**src/ccs_pkg.sv**
```systemverilog
// ============================================================================
// ccs_pkg
// Shared constants and types for the Chaikin corner-cutting block.
// ============================================================================
package ccs_pkg;

  // Default coordinate width (signed Q16.16)
  localparam int CoordWidth = 32;

  // Number of coordinates per point
  localparam int NumAxes = 3;

  // Depth of the command queue between front and back
  localparam int QueueDepth = 2;

  // Points seen in the current curve saturate at this count
  localparam logic [1:0] SeenNone = 2'd0;
  localparam logic [1:0] SeenOne  = 2'd1;
  localparam logic [1:0] SeenSat  = 2'd2;

  // Blend shift amounts
  localparam logic [1:0] ShiftHalf    = 2'd1;
  localparam logic [1:0] ShiftQuarter = 2'd2;

  // Result steps inside one command
  localparam logic [1:0] StepFirst  = 2'd0;
  localparam logic [1:0] StepSecond = 2'd1;
  localparam logic [1:0] StepThird  = 2'd2;

  // Command kinds issued by the front for each accepted point
  typedef enum logic [2:0] {
    KIND_PASS      = 3'd0,  // first point: point itself
    KIND_PASS_LAST = 3'd1,  // lone point: point itself, marked last
    KIND_MID       = 3'd2,  // second point: midpoint
    KIND_MID_TWICE = 3'd3,  // second point, last: midpoint, midpoint, point
    KIND_MID_END   = 3'd4,  // later last point: midpoint, point
    KIND_QUARTER   = 3'd5   // later point: 3/4-1/4 and 1/4-3/4 blends
  } ccs_kind_e;

  localparam int KindWidth = $bits(ccs_kind_e);

endpackage

```
**src/ccs_in_if.sv**
```systemverilog
// ============================================================================
// ccs_in_if
// Input channel: control point beats with end-of-curve flag.
// ============================================================================
interface ccs_in_if #(
  parameter int W = 32
);
  logic                valid;
  logic                ready;
  logic signed [W-1:0] point_x;
  logic signed [W-1:0] point_y;
  logic signed [W-1:0] point_z;
  logic                end_of_curve;

  modport source (output valid, point_x, point_y, point_z, end_of_curve, input ready);
  modport sink   (input valid, point_x, point_y, point_z, end_of_curve, output ready);
endinterface

```
**src/ccs_out_if.sv**
```systemverilog
// ============================================================================
// ccs_out_if
// Result channel: refined point beats with last flag.
// ============================================================================
interface ccs_out_if #(
  parameter int W = 32
);
  logic                valid;
  logic                ready;
  logic signed [W-1:0] out_x;
  logic signed [W-1:0] out_y;
  logic signed [W-1:0] out_z;
  logic                out_last;

  modport source (output valid, out_x, out_y, out_z, out_last, input ready);
  modport sink   (input valid, out_x, out_y, out_z, out_last, output ready);
endinterface

```
**src/ccs_front.sv**
```systemverilog
// ============================================================================
// ccs_front
// Accepts control points, tracks curve position and issues one command per
// point (kind, previous point, current point) into the command queue.
// ============================================================================
module ccs_front
  import ccs_pkg::*;
#(
  parameter int COORD_WIDTH = CoordWidth
) (
  input  logic                                clk_i,
  input  logic                                rst_ni,
  ccs_in_if.sink                              pnt_i,
  output logic                                push_valid_o,
  input  logic                                push_ready_i,
  output ccs_kind_e                           kind_o,
  output logic [NumAxes-1:0][COORD_WIDTH-1:0] prev_o,
  output logic [NumAxes-1:0][COORD_WIDTH-1:0] cur_o
);

  logic [NumAxes-1:0][COORD_WIDTH-1:0] prev_q, prev_d;
  logic [1:0]                          seen_q, seen_d;
  logic                                accept;
  logic                                last;

  assign accept       = pnt_i.valid & push_ready_i;
  assign last         = pnt_i.end_of_curve;
  assign pnt_i.ready  = push_ready_i;
  assign push_valid_o = pnt_i.valid;

  assign cur_o[0] = pnt_i.point_x;
  assign cur_o[1] = pnt_i.point_y;
  assign cur_o[2] = pnt_i.point_z;
  assign prev_o   = prev_q;

  // Classify the point by its place in the curve
  always_comb begin
    case (seen_q)
      SeenNone: kind_o = last ? KIND_PASS_LAST : KIND_PASS;
      SeenOne:  kind_o = last ? KIND_MID_TWICE : KIND_MID;
      default:  kind_o = last ? KIND_MID_END   : KIND_QUARTER;
    endcase
  end

  // Curve position and previous point
  always_comb begin
    prev_d = prev_q;
    seen_d = seen_q;
    if (accept) begin
      prev_d = cur_o;
      if (last) begin
        seen_d = SeenNone;
      end else if (seen_q != SeenSat) begin
        seen_d = seen_q + 2'd1;
      end
    end
  end

  always_ff @(posedge clk_i or negedge rst_ni) begin
    if (!rst_ni) begin
      prev_q <= '0;
      seen_q <= SeenNone;
    end else begin
      prev_q <= prev_d;
      seen_q <= seen_d;
    end
  end

endmodule

```
**src/ccs_queue.sv**
```systemverilog
// ============================================================================
// ccs_queue
// Short command queue that decouples the front from the back.
// ============================================================================
module ccs_queue
  import ccs_pkg::*;
#(
  parameter int DATA_W = KindWidth + 2 * NumAxes * CoordWidth
) (
  input  logic              clk_i,
  input  logic              rst_ni,
  input  logic              push_valid_i,
  output logic              push_ready_o,
  input  logic [DATA_W-1:0] push_data_i,
  output logic              pop_valid_o,
  input  logic              pop_ready_i,
  output logic [DATA_W-1:0] pop_data_o
);

  localparam int PtrW = $clog2(QueueDepth);
  localparam int CntW = $clog2(QueueDepth + 1);

  logic [DATA_W-1:0] mem_q [QueueDepth];
  logic [PtrW-1:0]   wr_ptr_q, wr_ptr_d;
  logic [PtrW-1:0]   rd_ptr_q, rd_ptr_d;
  logic [CntW-1:0]   cnt_q, cnt_d;
  logic              push, pop;

  assign push_ready_o = (cnt_q != CntW'(QueueDepth));
  assign pop_valid_o  = (cnt_q != '0);
  assign pop_data_o   = mem_q[rd_ptr_q];
  assign push         = push_valid_i & push_ready_o;
  assign pop          = pop_valid_o & pop_ready_i;

  // Pointer and fill count update
  always_comb begin
    wr_ptr_d = wr_ptr_q;
    rd_ptr_d = rd_ptr_q;
    cnt_d    = cnt_q;
    if (push) begin
      wr_ptr_d = (wr_ptr_q == PtrW'(QueueDepth - 1)) ? '0 : wr_ptr_q + PtrW'(1);
    end
    if (pop) begin
      rd_ptr_d = (rd_ptr_q == PtrW'(QueueDepth - 1)) ? '0 : rd_ptr_q + PtrW'(1);
    end
    if (push && !pop) begin
      cnt_d = cnt_q + CntW'(1);
    end else if (pop && !push) begin
      cnt_d = cnt_q - CntW'(1);
    end
  end

  always_ff @(posedge clk_i or negedge rst_ni) begin
    if (!rst_ni) begin
      wr_ptr_q <= '0;
      rd_ptr_q <= '0;
      cnt_q    <= '0;
    end else begin
      wr_ptr_q <= wr_ptr_d;
      rd_ptr_q <= rd_ptr_d;
      cnt_q    <= cnt_d;
    end
  end

  // Entry storage
  always_ff @(posedge clk_i) begin
    if (push) begin
      mem_q[wr_ptr_q] <= push_data_i;
    end
  end

endmodule

```
**src/ccs_back.sv**
```systemverilog
// ============================================================================
// ccs_back
// Pops commands and emits their refined points through an output register,
// one beat per cycle while the output is ready; blends are shift-and-add with arithmetic floor.
// ============================================================================
module ccs_back
  import ccs_pkg::*;
#(
  parameter int COORD_WIDTH = CoordWidth
) (
  input  logic                                clk_i,
  input  logic                                rst_ni,
  input  logic                                pop_valid_i,
  output logic                                pop_ready_o,
  input  ccs_kind_e                           kind_i,
  input  logic [NumAxes-1:0][COORD_WIDTH-1:0] prev_i,
  input  logic [NumAxes-1:0][COORD_WIDTH-1:0] cur_i,
  ccs_out_if.source                           res_o
);

  // a + floor((b - a) / 2^s)
  function automatic logic [COORD_WIDTH-1:0] blend(
    input logic [COORD_WIDTH-1:0] a,
    input logic [COORD_WIDTH-1:0] b,
    input logic [1:0]             s
  );
    logic signed [COORD_WIDTH:0] diff;
    logic signed [COORD_WIDTH:0] sum;
    diff  = $signed({b[COORD_WIDTH-1], b}) - $signed({a[COORD_WIDTH-1], a});
    diff  = diff >>> s;
    sum   = $signed({a[COORD_WIDTH-1], a}) + diff;
    return sum[COORD_WIDTH-1:0];
  endfunction

  // Command held while its beats go out
  ccs_kind_e                           kind_q, kind_d;
  logic [NumAxes-1:0][COORD_WIDTH-1:0] prev_q, prev_d;
  logic [NumAxes-1:0][COORD_WIDTH-1:0] cur_q, cur_d;
  logic                                busy_q, busy_d;
  logic [1:0]                          step_q, step_d;

  // Output register
  logic                                out_valid_q, out_valid_d;
  logic [NumAxes-1:0][COORD_WIDTH-1:0] out_pt_q, out_pt_d;
  logic                                out_last_q, out_last_d;

  logic                                advance;
  logic                                final_step;
  logic                                use_cur;
  logic                                swap;
  logic [1:0]                          shift;
  logic                                beat_last;
  logic                                load;
  logic [NumAxes-1:0][COORD_WIDTH-1:0] beat_pt;

  assign advance = !out_valid_q || res_o.ready;

  // Per-kind step decode
  always_comb begin
    final_step = 1'b1;
    use_cur    = 1'b0;
    swap       = 1'b0;
    shift      = ShiftHalf;
    beat_last  = 1'b0;
    case (kind_q)
      KIND_PASS: begin
        use_cur = 1'b1;
      end
      KIND_PASS_LAST: begin
        use_cur   = 1'b1;
        beat_last = 1'b1;
      end
      KIND_MID: begin
        final_step = 1'b1;
      end
      KIND_MID_TWICE: begin
        final_step = (step_q == StepThird);
        use_cur    = final_step;
        beat_last  = final_step;
      end
      KIND_MID_END: begin
        final_step = (step_q == StepSecond);
        use_cur    = final_step;
        beat_last  = final_step;
      end
      KIND_QUARTER: begin
        final_step = (step_q == StepSecond);
        swap       = final_step;
        shift      = ShiftQuarter;
      end
      default: begin
        final_step = 1'b1;
      end
    endcase
  end

  // One blend unit per axis
  always_comb begin
    for (int i = 0; i < NumAxes; i++) begin
      if (use_cur) begin
        beat_pt[i] = cur_q[i];
      end else if (swap) begin
        beat_pt[i] = blend(cur_q[i], prev_q[i], shift);
      end else begin
        beat_pt[i] = blend(prev_q[i], cur_q[i], shift);
      end
    end
  end

  // Sequencer: take the next command once the current one is done
  assign load        = !busy_q || (advance && final_step);
  assign pop_ready_o = load;

  always_comb begin
    kind_d = kind_q;
    prev_d = prev_q;
    cur_d  = cur_q;
    busy_d = busy_q;
    step_d = step_q;
    if (load) begin
      busy_d = pop_valid_i;
      step_d = StepFirst;
      kind_d = kind_i;
      prev_d = prev_i;
      cur_d  = cur_i;
    end else if (advance) begin
      step_d = step_q + 2'd1;
    end
  end

  // Output register load
  always_comb begin
    out_valid_d = out_valid_q;
    out_pt_d    = out_pt_q;
    out_last_d  = out_last_q;
    if (advance) begin
      out_valid_d = busy_q;
      out_pt_d    = beat_pt;
      out_last_d  = beat_last;
    end
  end

  always_ff @(posedge clk_i or negedge rst_ni) begin
    if (!rst_ni) begin
      busy_q      <= 1'b0;
      step_q      <= StepFirst;
      out_valid_q <= 1'b0;
    end else begin
      busy_q      <= busy_d;
      step_q      <= step_d;
      out_valid_q <= out_valid_d;
    end
  end

  always_ff @(posedge clk_i) begin
    kind_q     <= kind_d;
    prev_q     <= prev_d;
    cur_q      <= cur_d;
    out_pt_q   <= out_pt_d;
    out_last_q <= out_last_d;
  end

  assign res_o.valid    = out_valid_q;
  assign res_o.out_x    = out_pt_q[0];
  assign res_o.out_y    = out_pt_q[1];
  assign res_o.out_z    = out_pt_q[2];
  assign res_o.out_last = out_last_q;

endmodule

```
**src/chaikin_curve_subdivision_top.sv**
```systemverilog
// ============================================================================
// chaikin_curve_subdivision_top
// One pass of open-curve Chaikin corner cutting on a stream of 3D points.
// ============================================================================
//
//   port    | dir | payload                                | beat
//   --------+-----+----------------------------------------+--------------------
//   pnt_i   | in  | point_x/y/z (signed), end_of_curve     | one control point
//   res_o   | out | out_x/y/z (signed), out_last           | one refined point
//
// The back emits one beat per cycle while the output is ready: a first or second
// point yields one refined point, an interior or last point two, and the last of a
// two-point curve three; the output beat rate of the back sets the throughput.
// An accepted point passes the queue, the command register and the output register.
// A two-entry command queue lets the input keep accepting while results stall, until it is full.
// Reset is asynchronous and active low; no clearing pass is needed.
// ============================================================================
module chaikin_curve_subdivision_top
  import ccs_pkg::*;
#(
  parameter int COORD_WIDTH = CoordWidth
) (
  input  logic      clk_i,
  input  logic      rst_ni,
  ccs_in_if.sink    pnt_i,
  ccs_out_if.source res_o
);

  localparam int PtW   = NumAxes * COORD_WIDTH;
  localparam int EntryW = KindWidth + 2 * PtW;

  logic                                push_valid, push_ready;
  logic                                pop_valid, pop_ready;
  ccs_kind_e                           push_kind;
  logic [NumAxes-1:0][COORD_WIDTH-1:0] push_prev, push_cur;
  logic [NumAxes-1:0][COORD_WIDTH-1:0] pop_prev, pop_cur;
  logic [EntryW-1:0]                   push_data, pop_data;
  ccs_kind_e                           pop_kind;

  ccs_front #(
    .COORD_WIDTH (COORD_WIDTH)
  ) u_front (
    .clk_i        (clk_i),
    .rst_ni       (rst_ni),
    .pnt_i        (pnt_i),
    .push_valid_o (push_valid),
    .push_ready_i (push_ready),
    .kind_o       (push_kind),
    .prev_o       (push_prev),
    .cur_o        (push_cur)
  );

  assign push_data = {push_kind, push_prev, push_cur};

  ccs_queue #(
    .DATA_W (EntryW)
  ) u_queue (
    .clk_i        (clk_i),
    .rst_ni       (rst_ni),
    .push_valid_i (push_valid),
    .push_ready_o (push_ready),
    .push_data_i  (push_data),
    .pop_valid_o  (pop_valid),
    .pop_ready_i  (pop_ready),
    .pop_data_o   (pop_data)
  );

  assign pop_kind = ccs_kind_e'(pop_data[EntryW-1 -: KindWidth]);
  assign pop_prev = pop_data[2*PtW-1 -: PtW];
  assign pop_cur  = pop_data[PtW-1:0];

  ccs_back #(
    .COORD_WIDTH (COORD_WIDTH)
  ) u_back (
    .clk_i       (clk_i),
    .rst_ni      (rst_ni),
    .pop_valid_i (pop_valid),
    .pop_ready_o (pop_ready),
    .kind_i      (pop_kind),
    .prev_i      (pop_prev),
    .cur_i       (pop_cur),
    .res_o       (res_o)
  );

endmodule

```
**src/flat_wrapper.sv**
```systemverilog
// flat-port wrapper written by rule: the top's interface ports become plain ports
module chaikin_curve_subdivision_top_flat import ccs_pkg::*;
#(
  parameter int COORD_WIDTH = CoordWidth
)
  (clk_i, rst_ni, pnt_i_valid, pnt_i_point_x, pnt_i_point_y, pnt_i_point_z, pnt_i_end_of_curve, pnt_i_ready, res_o_valid, res_o_out_x, res_o_out_y, res_o_out_z, res_o_out_last, res_o_ready);
  ccs_in_if #(.W(CoordWidth)) pnt_i_i ();
  ccs_out_if #(.W(CoordWidth)) res_o_i ();
  input  logic clk_i;
  input  logic rst_ni;
  input wire logic [$bits(pnt_i_i.valid)-1:0] pnt_i_valid;
  input wire logic [$bits(pnt_i_i.point_x)-1:0] pnt_i_point_x;
  input wire logic [$bits(pnt_i_i.point_y)-1:0] pnt_i_point_y;
  input wire logic [$bits(pnt_i_i.point_z)-1:0] pnt_i_point_z;
  input wire logic [$bits(pnt_i_i.end_of_curve)-1:0] pnt_i_end_of_curve;
  output wire logic [$bits(pnt_i_i.ready)-1:0] pnt_i_ready;
  output wire logic [$bits(res_o_i.valid)-1:0] res_o_valid;
  output wire logic [$bits(res_o_i.out_x)-1:0] res_o_out_x;
  output wire logic [$bits(res_o_i.out_y)-1:0] res_o_out_y;
  output wire logic [$bits(res_o_i.out_z)-1:0] res_o_out_z;
  output wire logic [$bits(res_o_i.out_last)-1:0] res_o_out_last;
  input wire logic [$bits(res_o_i.ready)-1:0] res_o_ready;
  assign pnt_i_i.valid = pnt_i_valid;
  assign pnt_i_i.point_x = pnt_i_point_x;
  assign pnt_i_i.point_y = pnt_i_point_y;
  assign pnt_i_i.point_z = pnt_i_point_z;
  assign pnt_i_i.end_of_curve = pnt_i_end_of_curve;
  assign pnt_i_ready = pnt_i_i.ready;
  assign res_o_valid = res_o_i.valid;
  assign res_o_out_x = res_o_i.out_x;
  assign res_o_out_y = res_o_i.out_y;
  assign res_o_out_z = res_o_i.out_z;
  assign res_o_out_last = res_o_i.out_last;
  assign res_o_i.ready = res_o_ready;
  chaikin_curve_subdivision_top #(.COORD_WIDTH(COORD_WIDTH)) u_core (.clk_i(clk_i), .rst_ni(rst_ni), .pnt_i(pnt_i_i), .res_o(res_o_i));
endmodule
```
**config.mk**
```make
export PLATFORM = sky130hd
export DESIGN_NAME = chaikin_curve_subdivision_top_flat
export DESIGN_NICKNAME = d
export VERILOG_FILES = /design/src/ccs_pkg.sv /design/src/ccs_in_if.sv /design/src/ccs_out_if.sv /design/src/ccs_front.sv /design/src/ccs_queue.sv /design/src/ccs_back.sv /design/src/chaikin_curve_subdivision_top.sv /design/src/flat_wrapper.sv
export SDC_FILE = /design/constraint.sdc
export NUM_CORES = 2
export LEC_CHECK = 0
export ABC_AREA = 1
export BUFFER_PORTS_ARGS = -buffer_cell sky130_fd_sc_hd__buf_2
export CAP_MARGIN = 10
export CORE_MARGIN = 2
export CORE_UTILIZATION = 40
export DETAILED_ROUTE_END_ITERATION = 7
export HOLD_SLACK_MARGIN = 0.06
export PLACE_DENSITY = 0.55
export SYNTH_ARGS = -nofsm -noshare
export SYNTH_HDL_FRONTEND = slang
export SYNTH_SLANG_ARGS = --single-unit
```
**constraint.sdc**
```tcl
create_clock -name clk_i -period 15.55 [get_ports clk_i]
set_input_delay 3.8875 -clock clk_i [delete_from_list [all_inputs] [get_ports clk_i]]
set_output_delay 3.8875 -clock clk_i [all_outputs]
set_load 0.005 [all_outputs]
```
# --- Word level (Yosys, flattened, before mapping) ---
# Memory sizes are Yosys's and may differ from the RTL's. A register that Yosys moved wholly into a read port is not among the register bits.
# Cells that the tools add are included.
word_totals:
  regBits: 203
  inputBits: 101
  mem_count: 1
  ram_bits: 390
op_classes:
  bitwise_logic: 2
  eq_ne: 9
  shifts: 6
  n_mux: 25
  reduce_logical: 18
  n_addsub: 18
memory_table:
  columns: ["memory", "words", "word_bits", "read_ports", "rd_clocked_by_memory_dff", "wr", "line", "source"]
  rows:
  - ["u_core.u_queue.mem_q", 2, 195, 1, 1, 1, "ccs_queue.sv:23", "logic [DATA_W-1:0] mem_q [QueueDepth];"]
ops:
  columns: ["operator", "n"]
  rows:
  - ["$sshr 33x2->32", 6]
  - ["$sub 32x32->33", 6]
  - ["$add 32x32->32", 6]
  - ["$mux 32", 6]
  - ["$mux 2", 7]
  - ["$mux 1", 8]
  - ["$reduce_bool 2->1", 4]
  - ["$add 2x1->2 const B", 3]
  - ["$eq 3x3->1 const B", 2]
  - ["$pmux 1 s3", 2]
  - ["$pmux 3 s2", 1]
  - ["$eq 2x1->1 const B", 2]
  - ["$logic_not 1->1", 4]
  - ["$ne 2x2->1 const B", 2]
  - ["$reduce_or 2->1", 2]
  - ["$eq 3x1->1 const B", 1]
  - ["$eq 3x2->1 const B", 1]
  - ["$logic_and 1x1->1", 3]
  - ["$logic_not 3->1", 1]
  - ["$add 1x1->1 const B", 2]
  - ["$and 1x1->1", 2]
  - ["$eq 2x2->1 const B", 1]
  - ["$logic_not 2->1", 1]
  - ["$logic_or 1x1->1", 2]
  - ["3 further kinds", 3]

# --- Depth between registers and ports, before layout ---
depth:
  word_depth: 9
  ltp_mapped: 29
  mapped_depth_nobuf: 28

# --- Cells and area by module ---
# A second synthesis with hierarchy kept.
unflattened:
  hier_cells: 6767
  area_unflattened_um2: 54642.4
by_module_without_submodules:
  columns: ["mod", "area_per_inst_um2", "instances", "cells_per_inst"]
  rows:
  - ["ccs_back", 35686.7, 1, 5194]
  - ["ccs_queue", 14442.6, 1, 1047]
  - ["ccs_front", 4513.1, 1, 526]

# --- Worst setup path before layout ---
# Ideal clock, no wire load.
synth_path:
  path_kind: "input-to-reg"
  from: "input port pnt_i_valid"
  to: "memory u_core.u_queue.mem_q[1][0] (netlist name), enable pin"
  arrival_ps: 12405
  setup_ps: 756
  path_buffers: 1
  cell_stages: 3
  setup_slack_ps: 2389
  required_ps: 14794
  path_cell_list: "nand2_1 > clkbuf_1 > nor2_1"
synth_via:
  elab_chain_len: 3
synth_rtl:
  columns: ["element", "line", "source"]
  rows:
  - ["start: declaration", "flat_wrapper.sv:11", "input wire logic [$bits(pnt_i_i.valid)-1:0] pnt_i_valid;"]
  - ["$and 1x1->1", "ccs_queue.sv:32", "assign push = push_valid_i & push_ready_o;"]
  - ["$mux 1", "ccs_queue.sv:67", "if (push) begin"]
  - ["$mux 1 (not written as such)", "ccs_queue.sv:68", "mem_q[wr_ptr_q] <= push_data_i;"]
  - ["end: declaration", "ccs_queue.sv:23", null]
# Every way passes these cells.

# --- Worst setup path in the final report ---
layout_path:
  from: "input port pnt_i_valid"
  to: "memory u_core.u_queue.mem_q[1][95] (netlist name), enable pin"
# Same word-level chain as after synthesis.

==> flow_summary.yaml <==
placed_design:
  place.port_buffers: 199
  hpwl_mm: 148
  place.gp.congestion: 1.01
sta:
  fin_worst_skew_ns: 0.0454
  timing.fmax_mhz: 148
  final-setup-viol-count: 0
  timing_hold_violations_final: 0
  slew_viol_final: 0
  tns_ns: 0
  period_share: 0.433
  grt_setup_unrepaired: "false"
  worst_slew_margin_rel: 0.305
  final_period_minus_worst_setup_slack_ns: 6.74
  worstMarginPinSlew_ns: 1.03
global_route:
  first_global_vias: 43649
  grt_use_met1: 0.392
  global_routing_usage_summed_across_all_routing_layers: 0.273
  antenna_found_initial: 13
  gr-usage-met3: 0.0349
  most_crowded_layer_after_global_routing: "met2"
  gr-usage-met2: 0.436
  grt_start_max_net_pins: 158
  grt_pass1_wl_mm: 280
  grt_overflow: 0
clock_tree:
  cts.htree.levels: 3
  clock_sink_count: 788
  clk_pin_slew_worst_paths_ns: 0.06
  tritoncts: "built"
  clk_root_buffer_cell: "clkbuf_16"
  cts_buffer_depth: 3
  cts_repair_resize_count: 0
  insertion_delay_to_the_later_sink_of_the_worst_skew_pair_ns: 0.70
  cts_hold_buf: 0
  post_cts_setup_buffer_count: 0
  inserted_clock_buffers: 85
critical_path:
  cp_num_cells: 5
  critical_path.n_buffers_inverters: 3
  critical_path.cell_chain: "buf_2, nand2_4, nor2_4, buf_4, buf_4"
  timing.critical_path.slowest_stage_cell: "nor2_4"
  cp_data_required_time_ns: 15.86
  rrSetupSlack_ns: 10.24
  crit_path_start_kind: "input port"
  cp-end-kind: "flip-flop"
  cp_max_fo: 54
  critical-path-max-stage-delay_ns: 0.97
  r2r_path_end: "u_core.u_back.res_o.out_x[13]"
  rr_worst_depth: 15
  crit_start: "pnt_i_valid"
  critPathTopFamily: "buffers and inverters"
  cp_data_arrival_time_ns: 7.05
  crit-reg2reg-launch: "u_core.u_back.kind_q[1]"
  setup.worst_path.class: "in2reg"
  timing.critical_path.mode_cell: "buf_4"
logic_synthesis:
  syn-instance-count: 6673
  syn_area_per_cell_um2: 8.02
  synth_enable_flop_cells: 682
  synth_async_sr_flop_share: 0.135
  synth_ff_type: "edfxtp_1"
  synth-seq-area-share: 0.432
  synth.lib_cells_used.distinct: 59
  synth_area_um2: 53600
  ys_warn_count: 0
  postSynthRegisterBits: 788
  synth_nets: 7177
drt:
  firstDrtPassIters: 7
  drc_errors: 0
  avgViaCountPerCell: 5.35
  detail_route.wirelength_mm: 189
  drtAntennaViolNets: 0
  detail_route.iter0.violations: 4486
  routedWlPerCell_um: 21.9
  route.vias.total: 46156
worst_hold_path:
  worstHoldStart: "u_core.u_front.prev_o[2]"
  hold_path_end: "u_core.u_queue.mem_q[0][98]"
  worst_hold_path_type: "reg2reg"
  hold-path-cell-count: 0
final_layout:
  post_route_cells_drive_above_1_share: 0.0765
  commonest_non_fill_non_tap_cell_in_the_layout: "nand2_1"
  layout_common_cells: "nand2_1 (2227), edfxtp_1 (682), inv_1 (601)"
  area.growth.synth_to_final_pct: 10.3
  finish.net_count: 7294
floorplanning:
  core_footprint_um2: 133000
  core.rowCount: 134
  floorplan.initialDensity: 0.402
  fp.dieW_um: 370
  number_of_top_level_design_ports: 200
  die_y_um: 370
  die_area_um2: 137000
run_status:
  run_status: "finished, final reports clean"
job:
  maxCapViolations: 0
==> cells in the mapped netlist (20+ instances only) <==
master	instances	area, µm²
nand2_1	2228	8360
edfxtp_1	682	20500
inv_1	603	2260
a21oi_1	463	2320
nor2_1	404	1520
ha_1	391	4890
nand3_1	391	1960
o21ai_0	347	1740
xor2_1	202	1770
dfrtp_1	106	2650
clkbuf_1	104	390
o21bai_1	71	533
o21ai_1	64	320
a21o_1	59	443
buf_2	42	210
nor3_1	42	210
xnor2_1	39	342
inv_2	35	131
nand2_2	35	219
nand4_1	33	206
nor2_2	30	188
a31oi_1	29	181
o22ai_1	29	181
o211ai_1	23	173
buf_4	21	158
o21a_1	20	150
==> layout make-up <==
type / instances / area (µm²)
Antenna cell: 4 / 10.0
Tap cell: 1768 / 2210
Multi-Input combinational cell: 5051 / 27200
Sequential cell: 788 / 23100
Timing Repair Buffer: 225 / 1220
Inverter: 639 / 2420
Fill cell: 13543 / 74100
Clock buffer: 114 / 2320
Clock inverter: 46 / 542
==> metal layers <==
layer | routed length, µm | vias to the layer above | part of all wire
met5 | 26 | - | 0.00014
met4 | 4430 | 4 | 0.023
met3 | 11600 | 218 | 0.061
met2 | 85800 | 1362 | 0.45
met1 | 87300 | 22014 | 0.46
li1 | - | 22558 | -
==> flip-flops by register name, summed over array words and instances, names as in the netlist, 2 cells and up <==
register	cells
u_core.u_back.step_q	2
u_core.u_back.res_o.out_z	32
u_core.u_back.prev_q	96
u_core.u_back.res_o.out_y	32
u_core.u_queue.cnt_q	2
u_core.u_queue.mem_q	390
u_core.u_back.res_o.out_x	32
u_core.u_front.seen_q	2
u_core.u_front.prev_o	96
u_core.u_back.kind_q	3
u_core.u_back.cur_q	96
==> kinds of logic (layout without fill, tap and decap cells) <==
logic type               Yosys count  count (layout)  share of synthesized area
buffers and inverters            834            1024                     0.0613
flip-flops                       788             788                      0.432
AND/OR/NAND/NOR                 3225            3225                      0.246
multiplexers                       6               6                    0.00112
XOR/XNOR                         241             241                     0.0394
adder cells (fa/ha/maj)          403             403                     0.0958
AO/OA/AOI/OAI                   1176            1176                      0.125
other                              0               4                          0
==> stage by stage <==
| stage | hold WS, ns | instances | util | setup WS [ns] | area, µm² |
|---|---|---|---|---|---|
| finish | 0.448 | 8635 | 0.444 | 8.81 | 59100 |
| global route | 0.454 | 8631 | 0.444 | 8.58 | 59000 |
| CTS | 0.454 | 8631 | 0.444 | 8.77 | 59000 |
| detailed placement | 0.453 | 8471 | 0.422 | 8.03 | 56200 |
| global placement | 0.446 | 8471 | 0.422 | 8.04 | 56200 |
| floorplan | 0.442 | 6673 | - | 2.39 | 53600 |
==> worst max-delay path by stage <==
stage               slack (ns)                            to
floorplan                 2.39    u_core.u_queue.mem_q[1][0]
global placement          8.04   u_core.u_queue.mem_q[1][95]
detailed placement        8.03   u_core.u_queue.mem_q[1][87]
CTS                       8.77  u_core.u_queue.mem_q[1][182]
global route              8.58   u_core.u_queue.mem_q[1][95]
finish                    8.81   u_core.u_queue.mem_q[1][95]
Power is not shown: default switching activity piles up to over one toggle a cycle in this logic, so the estimate is an artifact.
